$ cat src/sha1md_pkg.sv
// Shared types and constants for the SHA-1 digest block.
// No dependencies; compile first.
`timescale 1ns / 1ps
`default_nettype none

package sha1md_pkg;

  localparam int CNT_W = 61;

  localparam logic [31:0] H_INIT [5] = '{
    32'h67452301, 32'hefcdab89, 32'h98badcfe, 32'h10325476, 32'hc3d2e1f0
  };

  localparam logic [31:0] K_R0 = 32'h5a827999;
  localparam logic [31:0] K_R1 = 32'h6ed9eba1;
  localparam logic [31:0] K_R2 = 32'h8f1bbcdc;
  localparam logic [31:0] K_R3 = 32'hca62c1d6;

  localparam logic [7:0] PAD_BYTE   = 8'h80;
  localparam logic [5:0] LEN_POS    = 6'd56;
  localparam logic [5:0] BLOCK_LAST = 6'd63;
  localparam logic [6:0] ROUND_LAST = 7'd79;
  localparam logic [6:0] PHASE1     = 7'd20;
  localparam logic [6:0] PHASE2     = 7'd40;
  localparam logic [6:0] PHASE3     = 7'd60;
  localparam logic [2:0] LAST_WORD  = 3'd4;

  typedef enum logic [2:0] {
    ST_IDLE,
    ST_PAD,
    ST_ROUND,
    ST_FOLD,
    ST_OUT
  } state_t;

  typedef struct packed {
    logic put_byte;
    logic step;
    logic load_vars;
    logic fold;
    logic reinit;
  } ctl_t;

endpackage

`default_nettype wire

$ cat src/sha1md_in_if.sv
// Message byte channel: valid/ready handshake with the byte payload.
// No dependencies.
`timescale 1ns / 1ps
`default_nettype none

interface sha1md_in_if;
  logic       valid;
  logic       ready;
  logic [7:0] data_byte;
  logic       byte_present;
  logic       end_of_message;

  modport source(output valid, data_byte, byte_present, end_of_message, input ready);
  modport sink(input valid, data_byte, byte_present, end_of_message, output ready);
endinterface

`default_nettype wire

$ cat src/sha1md_out_if.sv
// Digest word channel: valid/ready handshake with one digest word per beat.
// No dependencies.
`timescale 1ns / 1ps
`default_nettype none

interface sha1md_out_if;
  logic        valid;
  logic        ready;
  logic [31:0] digest_word;
  logic [2:0]  word_number;
  logic        last_word;

  modport source(output valid, digest_word, word_number, last_word, input ready);
  modport sink(input valid, digest_word, word_number, last_word, output ready);
endinterface

`default_nettype wire

$ cat src/sha1md_sched.sv
// Block buffer and message schedule: packs bytes into a 512-bit shift line
// and rolls the 16-word schedule window one word per round. Uses sha1md_pkg.
`timescale 1ns / 1ps
`default_nettype none

module sha1md_sched
  import sha1md_pkg::*;
(
  input  wire logic        clk,
  input  wire ctl_t        ctl,
  input  wire logic [7:0]  byte_val,
  output      logic [31:0] w_cur
);

  logic [15:0][31:0] win_r;
  logic [15:0][31:0] win_nxt;
  logic [511:0]      flat;
  logic [31:0]       mix;

  assign flat  = win_r;
  assign w_cur = win_r[15];
  assign mix   = win_r[2] ^ win_r[7] ^ win_r[13] ^ win_r[15];

  always_comb begin
    win_nxt = win_r;
    if (ctl.put_byte) begin
      win_nxt = {flat[503:0], byte_val};
    end else if (ctl.step) begin
      win_nxt = {win_r[14:0], mix[30:0], mix[31]};
    end
  end

  always_ff @(posedge clk) begin
    win_r <= win_nxt;
  end

endmodule

`default_nettype wire

$ cat src/sha1md_round.sv
// Shared round unit: working variables a..e, one SHA-1 round per cycle,
// and the five chaining words. Uses sha1md_pkg.
`timescale 1ns / 1ps
`default_nettype none

module sha1md_round
  import sha1md_pkg::*;
(
  input  wire logic        clk,
  input  wire logic        rst_n,
  input  wire ctl_t        ctl,
  input  wire logic [6:0]  rnd,
  input  wire logic [31:0] w_cur,
  input  wire logic [2:0]  word_idx,
  output      logic [31:0] digest
);

  logic [31:0] chain_r [5];
  logic [31:0] chain_nxt [5];
  logic [31:0] vars_r [5];
  logic [31:0] vars_nxt [5];
  logic [31:0] f;
  logic [31:0] k;
  logic [31:0] a_rot;
  logic [31:0] tmp;

  always_comb begin
    if (rnd < PHASE1) begin
      f = (vars_r[1] & vars_r[2]) | (~vars_r[1] & vars_r[3]);
      k = K_R0;
    end else if (rnd < PHASE2) begin
      f = vars_r[1] ^ vars_r[2] ^ vars_r[3];
      k = K_R1;
    end else if (rnd < PHASE3) begin
      f = (vars_r[1] & vars_r[2]) | (vars_r[1] & vars_r[3]) | (vars_r[2] & vars_r[3]);
      k = K_R2;
    end else begin
      f = vars_r[1] ^ vars_r[2] ^ vars_r[3];
      k = K_R3;
    end
  end

  assign a_rot = {vars_r[0][26:0], vars_r[0][31:27]};
  assign tmp   = a_rot + f + vars_r[4] + k + w_cur;

  always_comb begin
    vars_nxt  = vars_r;
    chain_nxt = chain_r;
    if (ctl.load_vars) begin
      vars_nxt = chain_r;
    end else if (ctl.step) begin
      vars_nxt[0] = tmp;
      vars_nxt[1] = vars_r[0];
      vars_nxt[2] = {vars_r[1][1:0], vars_r[1][31:2]};
      vars_nxt[3] = vars_r[2];
      vars_nxt[4] = vars_r[3];
    end
    if (ctl.fold) begin
      for (int i = 0; i < 5; i++) begin
        chain_nxt[i] = chain_r[i] + vars_r[i];
      end
    end else if (ctl.reinit) begin
      chain_nxt = H_INIT;
    end
  end

  always_comb begin
    case (word_idx)
      3'd0:    digest = chain_r[0];
      3'd1:    digest = chain_r[1];
      3'd2:    digest = chain_r[2];
      3'd3:    digest = chain_r[3];
      3'd4:    digest = chain_r[4];
      default: digest = '0;
    endcase
  end

  always_ff @(posedge clk) begin
    vars_r <= vars_nxt;
    if (!rst_n) begin
      chain_r <= H_INIT;
    end else begin
      chain_r <= chain_nxt;
    end
  end

endmodule

`default_nettype wire

$ cat src/sha1md_ctrl.sv
// Sequencer: byte position and message length, padding bytes, round
// counting and digest readout. Uses sha1md_pkg.
`timescale 1ns / 1ps
`default_nettype none

module sha1md_ctrl
  import sha1md_pkg::*;
(
  input  wire logic       clk,
  input  wire logic       rst_n,
  input  wire logic       in_valid,
  input  wire logic [7:0] in_data,
  input  wire logic       in_present,
  input  wire logic       in_end,
  output      logic       in_ready,
  input  wire logic       out_ready,
  output      logic       out_valid,
  output      logic [2:0] word_idx,
  output      logic [7:0] byte_val,
  output      logic [6:0] rnd,
  output      ctl_t       ctl
);

  state_t           state_r, state_nxt;
  state_t           ret_r, ret_nxt;
  logic [5:0]       pos_r, pos_nxt;
  logic [CNT_W-1:0] cnt_r, cnt_nxt;
  logic [6:0]       rnd_r, rnd_nxt;
  logic [2:0]       idx_r, idx_nxt;
  logic             first_r, first_nxt;
  logic             lenph_r, lenph_nxt;
  logic [63:0]      bit_len;
  logic [7:0]       len_byte;
  logic             len_act;

  assign bit_len  = {cnt_r, 3'b000};
  assign len_byte = bit_len[{~pos_r[2:0], 3'b000} +: 8];
  assign len_act  = !first_r && (pos_r == LEN_POS || lenph_r);
  assign word_idx = idx_r;
  assign rnd      = rnd_r;

  always_ff @(posedge clk) begin
    if (!rst_n) begin
      state_r <= ST_IDLE;
      ret_r   <= ST_IDLE;
      pos_r   <= '0;
      cnt_r   <= '0;
      rnd_r   <= '0;
      idx_r   <= '0;
      first_r <= 1'b0;
      lenph_r <= 1'b0;
    end else begin
      state_r <= state_nxt;
      ret_r   <= ret_nxt;
      pos_r   <= pos_nxt;
      cnt_r   <= cnt_nxt;
      rnd_r   <= rnd_nxt;
      idx_r   <= idx_nxt;
      first_r <= first_nxt;
      lenph_r <= lenph_nxt;
    end
  end

  always_comb begin
    state_nxt = state_r;
    ret_nxt   = ret_r;
    pos_nxt   = pos_r;
    cnt_nxt   = cnt_r;
    rnd_nxt   = rnd_r;
    idx_nxt   = idx_r;
    first_nxt = first_r;
    lenph_nxt = lenph_r;
    ctl       = '0;
    byte_val  = in_data;
    in_ready  = 1'b0;
    out_valid = 1'b0;
    case (state_r)
      ST_IDLE: begin
        in_ready = 1'b1;
        if (in_valid) begin
          if (in_present) begin
            ctl.put_byte = 1'b1;
            pos_nxt      = pos_r + 6'd1;
            cnt_nxt      = cnt_r + 1'b1;
          end
          if (in_present && pos_r == BLOCK_LAST) begin
            ctl.load_vars = 1'b1;
            rnd_nxt       = '0;
            state_nxt     = ST_ROUND;
            ret_nxt       = in_end ? ST_PAD : ST_IDLE;
            first_nxt     = 1'b1;
          end else if (in_end) begin
            state_nxt = ST_PAD;
            first_nxt = 1'b1;
          end
        end
      end
      ST_PAD: begin
        ctl.put_byte = 1'b1;
        if (first_r) begin
          byte_val = PAD_BYTE;
        end else if (len_act) begin
          byte_val = len_byte;
        end else begin
          byte_val = 8'h00;
        end
        pos_nxt   = pos_r + 6'd1;
        first_nxt = 1'b0;
        lenph_nxt = len_act;
        if (pos_r == BLOCK_LAST) begin
          ctl.load_vars = 1'b1;
          rnd_nxt       = '0;
          state_nxt     = ST_ROUND;
          ret_nxt       = len_act ? ST_OUT : ST_PAD;
          lenph_nxt     = 1'b0;
        end
      end
      ST_ROUND: begin
        ctl.step = 1'b1;
        rnd_nxt  = rnd_r + 7'd1;
        if (rnd_r == ROUND_LAST) begin
          rnd_nxt   = '0;
          state_nxt = ST_FOLD;
        end
      end
      ST_FOLD: begin
        ctl.fold  = 1'b1;
        idx_nxt   = '0;
        state_nxt = ret_r;
      end
      ST_OUT: begin
        out_valid = 1'b1;
        if (out_ready) begin
          idx_nxt = idx_r + 3'd1;
          if (idx_r == LAST_WORD) begin
            idx_nxt    = '0;
            ctl.reinit = 1'b1;
            cnt_nxt    = '0;
            pos_nxt    = '0;
            state_nxt  = ST_IDLE;
          end
        end
      end
      default: begin
        state_nxt = ST_IDLE;
      end
    endcase
  end

endmodule

`default_nettype wire

$ cat src/sha1_message_digest_unit.sv
// SHA-1 digest over a byte stream: sequencer, schedule buffer and round unit.
// Depends on sha1md_pkg, sha1md_in_if, sha1md_out_if, sha1md_sched,
// sha1md_round and sha1md_ctrl.
//
// Usage: the in_ch channel takes one beat per message byte (byte_present
// high). A beat with end_of_message high closes the message; it may carry a
// byte or none (empty end beat). The out_ch channel then gives five beats,
// digest words h0..h4 with word_number 0..4, last_word high on the fifth.
// The 64th byte of a block starts the compression: 80 rounds on the single
// round unit, one round per cycle, then a fold of the result into the
// chaining words; in_ch is held off until the fold is done. An end beat
// then feeds 0x80, zero fill and the 8-byte length one byte per cycle,
// with one or two compressions in between; in_ch takes no beat meanwhile.
// While digest words are pending, in_ch is not ready; a stall on out_ch
// holds the current word. After the fifth word the chaining words return
// to the initial values and the byte count to zero.
// Reset: synchronous, active low; clears the sequencer, the byte count and
// loads the initial chaining words.
`timescale 1ns / 1ps
`default_nettype none

module sha1_message_digest_unit
  import sha1md_pkg::*;
(
  input  wire logic   clk,
  input  wire logic   rst_n,
  sha1md_in_if.sink   in_ch,
  sha1md_out_if.source out_ch
);

  ctl_t        ctl;
  logic [7:0]  byte_val;
  logic [6:0]  rnd_w;
  logic [2:0]  word_idx;
  logic [31:0] w_cur;
  logic [31:0] digest;

  sha1md_ctrl u_ctrl (
    .clk        (clk),
    .rst_n      (rst_n),
    .in_valid   (in_ch.valid),
    .in_data    (in_ch.data_byte),
    .in_present (in_ch.byte_present),
    .in_end     (in_ch.end_of_message),
    .in_ready   (in_ch.ready),
    .out_ready  (out_ch.ready),
    .out_valid  (out_ch.valid),
    .word_idx   (word_idx),
    .byte_val   (byte_val),
    .rnd        (rnd_w),
    .ctl        (ctl)
  );

  sha1md_sched u_sched (
    .clk      (clk),
    .ctl      (ctl),
    .byte_val (byte_val),
    .w_cur    (w_cur)
  );

  sha1md_round u_round (
    .clk      (clk),
    .rst_n    (rst_n),
    .ctl      (ctl),
    .rnd      (rnd_w),
    .w_cur    (w_cur),
    .word_idx (word_idx),
    .digest   (digest)
  );

  assign out_ch.digest_word = digest;
  assign out_ch.word_number = word_idx;
  assign out_ch.last_word   = (word_idx == LAST_WORD);

  a_round_range: assert property (@(posedge clk) disable iff (!rst_n)
    rnd_w <= ROUND_LAST)
    else $error("round counter out of range");

  a_out_excl: assert property (@(posedge clk) disable iff (!rst_n)
    out_ch.valid |-> !in_ch.ready)
    else $error("input ready while digest pending");

  a_last_num: assert property (@(posedge clk) disable iff (!rst_n)
    out_ch.valid && out_ch.last_word |-> out_ch.word_number == LAST_WORD)
    else $error("last word flag on wrong word");

  a_resume: assert property (@(posedge clk) disable iff (!rst_n)
    out_ch.valid && out_ch.ready && out_ch.last_word |=> in_ch.ready && !out_ch.valid)
    else $error("no return to idle after last digest word");

endmodule

`default_nettype wire

$ cat src/flat_wrapper.sv
// flat-port wrapper written by rule: the top's interface ports become plain ports
module sha1_message_digest_unit_flat import sha1md_pkg::*;
  (clk, rst_n, in_ch_valid, in_ch_data_byte, in_ch_byte_present, in_ch_end_of_message, in_ch_ready, out_ch_valid, out_ch_digest_word, out_ch_word_number, out_ch_last_word, out_ch_ready);
  sha1md_in_if in_ch_i ();
  sha1md_out_if out_ch_i ();
  input  wire logic clk;
  input  wire logic rst_n;
  input wire logic [$bits(in_ch_i.valid)-1:0] in_ch_valid;
  input wire logic [$bits(in_ch_i.data_byte)-1:0] in_ch_data_byte;
  input wire logic [$bits(in_ch_i.byte_present)-1:0] in_ch_byte_present;
  input wire logic [$bits(in_ch_i.end_of_message)-1:0] in_ch_end_of_message;
  output wire logic [$bits(in_ch_i.ready)-1:0] in_ch_ready;
  output wire logic [$bits(out_ch_i.valid)-1:0] out_ch_valid;
  output wire logic [$bits(out_ch_i.digest_word)-1:0] out_ch_digest_word;
  output wire logic [$bits(out_ch_i.word_number)-1:0] out_ch_word_number;
  output wire logic [$bits(out_ch_i.last_word)-1:0] out_ch_last_word;
  input wire logic [$bits(out_ch_i.ready)-1:0] out_ch_ready;
  assign in_ch_i.valid = in_ch_valid;
  assign in_ch_i.data_byte = in_ch_data_byte;
  assign in_ch_i.byte_present = in_ch_byte_present;
  assign in_ch_i.end_of_message = in_ch_end_of_message;
  assign in_ch_ready = in_ch_i.ready;
  assign out_ch_valid = out_ch_i.valid;
  assign out_ch_digest_word = out_ch_i.digest_word;
  assign out_ch_word_number = out_ch_i.word_number;
  assign out_ch_last_word = out_ch_i.last_word;
  assign out_ch_i.ready = out_ch_ready;
  sha1_message_digest_unit u_core (.clk(clk), .rst_n(rst_n), .in_ch(in_ch_i), .out_ch(out_ch_i));
endmodule
$ cat config.mk
export PLATFORM = sky130hd
export DESIGN_NAME = sha1_message_digest_unit_flat
export DESIGN_NICKNAME = d
export VERILOG_FILES = /design/src/sha1md_pkg.sv /design/src/sha1md_in_if.sv /design/src/sha1md_out_if.sv /design/src/sha1md_sched.sv /design/src/sha1md_round.sv /design/src/sha1md_ctrl.sv /design/src/sha1_message_digest_unit.sv /design/src/flat_wrapper.sv
export SDC_FILE = /design/constraint.sdc
export NUM_CORES = 2
export LEC_CHECK = 0
export ABC_CLOCK_PERIOD_IN_PS = 38500
export BUFFER_PORTS_ARGS = -buffer_cell sky130_fd_sc_hd__buf_2
export CORE_MARGIN = 3
export CORE_UTILIZATION = 55
export CTS_BUF_LIST = sky130_fd_sc_hd__clkbuf_4 sky130_fd_sc_hd__clkbuf_8
export CTS_CLUSTER_DIAMETER = 100
export DETAILED_ROUTE_END_ITERATION = 8
export GPL_TIMING_DRIVEN = 0
export PLACE_DENSITY = 0.81
export SLEW_MARGIN = 0
export SYNTH_ARGS = -nofsm -noshare
export SYNTH_HDL_FRONTEND = slang
export SYNTH_SLANG_ARGS = --single-unit
$ cat constraint.sdc
create_clock -name clk -period 38.5 [get_ports clk]
set_input_delay 3.85 -clock clk [delete_from_list [all_inputs] [get_ports clk]]
set_output_delay 3.85 -clock clk [all_outputs]
set_load 0.005 [all_outputs]
==> metrics.cfg <==
[power]
irDropWorstVdd_uv = 31.2
power_mw = 2.47
powerDensity_nw_per_um2 = 42.9
pwr-share-comb_pct = 13.0
p_int_mw = 1.76
pwr-share-seq_pct = 50.7
pwr-share-clk_pct = 36.3
net-switching-power_uw = 706
p_leak_nw = 24.2
swShare_pct = 28.6

[synth]
synthesis.area_um2 = 52300
syn-num-nets = 6037
synth_xor_area_share_pct = 5.18
yosysUniqueCellTypes = 89
yosys.area.top_type = edfxtp_1
synth-compound-area-share_pct = 11.2
synth_async_sr_flop_share_pct = 0
ys_top_cells_by_area = edfxtp_1 (39%), nand2_1 (15%), dfxtp_1 (9.3%)
synth_fa_ha_area_share_pct = 10.3
synth_top_area_share_pct = 38.6
synthMuxAreaShare_pct = 0.964
synth_warnings = 0
synth-simple-area-share_pct = 21.1
ys_ff_latch = 916
postSynthCellCount = 5669
synth_top_family_by_area = simple AND/OR/NAND/NOR gates
postSynthAreaPerCell_um2 = 9.22
synth_edf_count = 672
yosysSeqAreaShare_pct = 47.9
ys.flop_type = edfxtp_1

[drt]
vias_per_cell = 6.00
ant_nets = 0
dr.pass1.iters = 8
wl_per_cell_um = 22.9
route.detailed.drc = 0
drtIter0Drc = 5322
drt-total-wl_um = 166000
num_vias = 43600

[floorplan]
dieArea_um2 = 98800
fp.dieW_um = 314
ios = 52
rows = 112
coreArea_um2 = 93700
floorplan.die.height_um = 314
initial_core_util_pct = 55.8

[worst_setup_path]
arrival_ps = 9380
crit_buf_inv = 4
critPathRequiredTime_ps = 39110
crit_fanout = 10
cp_top_family = compound AO/OA/AOI/OAI gates
max_stage_delay_ps = 820
crit_path_cell_trace = clkbuf_1 > a41oi_1 > nand2_1 > nand2_1 > clkbuf_1 > o21ai_0 > fa_1 > fa_1 > fa_1 > inv_1 > ha_1 > inv_1 > fa_1 > nor2b_1 > o21a_1 > o21ai_0 > a21o_1 > a21oi_1 > o221ai_1 > o41ai_1 > a31oi_1 > a211o_1 > o221a_2
worst_path_most_repeated_cell = fa_1
slowest_stage = o41ai_1
cp-start-kind = register
crit_type = reg2reg
cp-end-kind = register

[clock_tree]
cts.root.buffer_cell = clkbuf_8
tritoncts = yes
cts_hold_buf = 0
path_clk_slew_ps = 60
numCtsBuffers = 154
numClockSinks = 916
cts_max_level = 4
cts.path.max_buffers = 3
cts_resized = 0
cts_setup_buffers = 0
worstSkewPairLatency_ps = 890

[cells_and_area]
fillerInstances = 7758
drive_above_1_share_pct = 6.07
areaGrowthSynthToFinish_pct = 10.1
multi_input_area_um2 = 25500
nNetsFinal = 6254
layout_commonest_cell = nand2_1
regArea_um2 = 25100
final_cell_mix = nand2_1 (2056), edfxtp_1 (672), dfxtp_1 (244)

[placed_design]
portBuffers = 50
hpwl_um = 128000
gp_congestion = 1.02
dp_slack_ps = 29920

[timing]
fin_ws_ps = 29730
max_slew_margin_pct = 3.73
rsz0062_at_grt = false
finalCriticalPeriod_ps = 8770
finalSetupTns_ps = 0
finalHoldViolCount = 0
fin_worst_skew_ps = 70.6
period_share_pct = 22.8
fmax_ghz = 0.114
slew_violations = 0
finalSetupViolCount = 0
worst_slew_pin_slew_ps = 1440

[worst_hold_path]
hp-class = reg2reg

[job]
max_cap_viol_count = 0

[grt]
grt_pass1_vias = 42000
grt_usage_pct = 33.2
grt_max_degree = 76
antenna_found_initial = 6
grt_pass1_wl_um = 246000
grt-ovfl-total = 0

[run_status]
outcome = complete, no violations

-- logic make-up (layout without fill, tap and decap cells) --
group	after synthesis	count (layout)
mux	34	34
fa+ha+maj	354	354
compound gates	895	895
simple gates	2689	2689
xor+xnor	309	309
flops	916	916
other cells	0	6
buf+inv	472	816
-- area by class of cell --
type	instances	area share, %
inverter	223	1.45
clock buffer	230	4.79
sequential	916	43.5
timing repair buffer	61	0.961
buffer	249	1.65
tap	1254	2.73
clock inverter	53	0.613
antenna	6	0.0261
multi-input combinational	4281	44.2
-- sequential cells by signal, indices dropped and copies added (netlist names) --
signal and flops:
u_core.u_sched.flat 480, u_core.u_sched.w_cur 32, u_core.u_ctrl.first_r 1, u_core.u_round.a_rot 32, u_core.u_ctrl.pos_r 6, u_core.u_ctrl.cnt_r 61
u_core.u_round.vars_r 128, u_core.u_ctrl.ret_r 2, u_core.u_round.chain_r 160, u_core.u_ctrl.lenph_r 1, u_core.u_ctrl.rnd 7, u_core.u_ctrl.state_r 3
u_core.u_ctrl.word_idx 3
-- Yosys cell counts, drive strengths merged, types with 7 or more instances --
cell	number
a211o	9
a211oi	31
a21boi	9
a21o	91
a21oi	190
a222oi	10
a22oi	100
a31o	7
a31oi	18
and2	21
and3	29
and4	7
buf	15
clkbuf	234
dfxtp	244
edfxtp	672
fa	125
ha	229
inv	223
mux2i	20
mux4	13
nand2	2059
nand2b	33
nand3	74
nand4	33
nor2	240
nor2b	91
nor3	37
nor3b	12
nor4	10
o211ai	15
o21a	28
o21ai	215
o21bai	19
o22a	7
o22ai	54
o31ai	8
o32a	8
o32ai	21
o41ai	8
or2	7
or3	27
xnor2	204
xor2	105
-- per-stage QoR --
step	hold slack, ps	cell area (µm²)	std cells	utilization, %
global placement	460	54100	6973	57.7
detailed placement	498	54400	6984	58.1
global route	532	57500	7268	61.4
CTS	505	57500	7267	61.4
floorplan	441	52300	5669	-
finish	513	57600	7273	61.4
-- power by group through the flow --
stage | registers [mW] | logic (mW) | clock network (mW)
5_1_grt | 1.26 | 0.354 | 0.945
2_1_floorplan | 1.27 | 0.222 | 0
4_1_cts | 1.25 | 0.317 | 0.899
3_5_place_dp | 1.27 | 0.315 | 0
6_report | 1.25 | 0.322 | 0.895
3_3_place_gp | 1.31 | 0.297 | 0
-- path summary, 6_finish.rpt --
kind	end	cells past startpoint	start	slack, ps
max	u_core.u_round.a_rot[2]$_DFFE_PP_	23	u_core.u_ctrl.rnd[4]$_SDFFE_PN0P_	29730
min	u_core.u_ctrl.cnt_r[10]$_SDFFE_PN0P_	2	u_core.u_ctrl.cnt_r[10]$_SDFFE_PN0P_	510
max reg2reg	u_core.u_round.a_rot[2]$_DFFE_PP_	23	u_core.u_ctrl.rnd[4]$_SDFFE_PN0P_	29730
min reg2reg	u_core.u_ctrl.cnt_r[10]$_SDFFE_PN0P_	2	u_core.u_ctrl.cnt_r[10]$_SDFFE_PN0P_	510
-- metal layers --
metal | up-vias | wire length, µm | track usage, %
li1 | 19800 | - | -
met1 | 20700 | 61300 | 41.0
met2 | 2534 | 77100 | 53.5
met3 | 540 | 16600 | 6.40
met4 | 2 | 11500 | 21.7
met5 | - | 9 | 0
-- worst register-to-register path: cells and delay by family, from the launching register on --
family / cells / cell delay, ps
AO/OA/AOI/OAI: 11 / 3780
adder cells (fa/ha/maj): 5 / 2110
AND/OR/NAND/NOR: 3 / 1470
buffers and inverters: 4 / 870
flip-flops: 1 / 300
(Power assumes the default switching activity.)
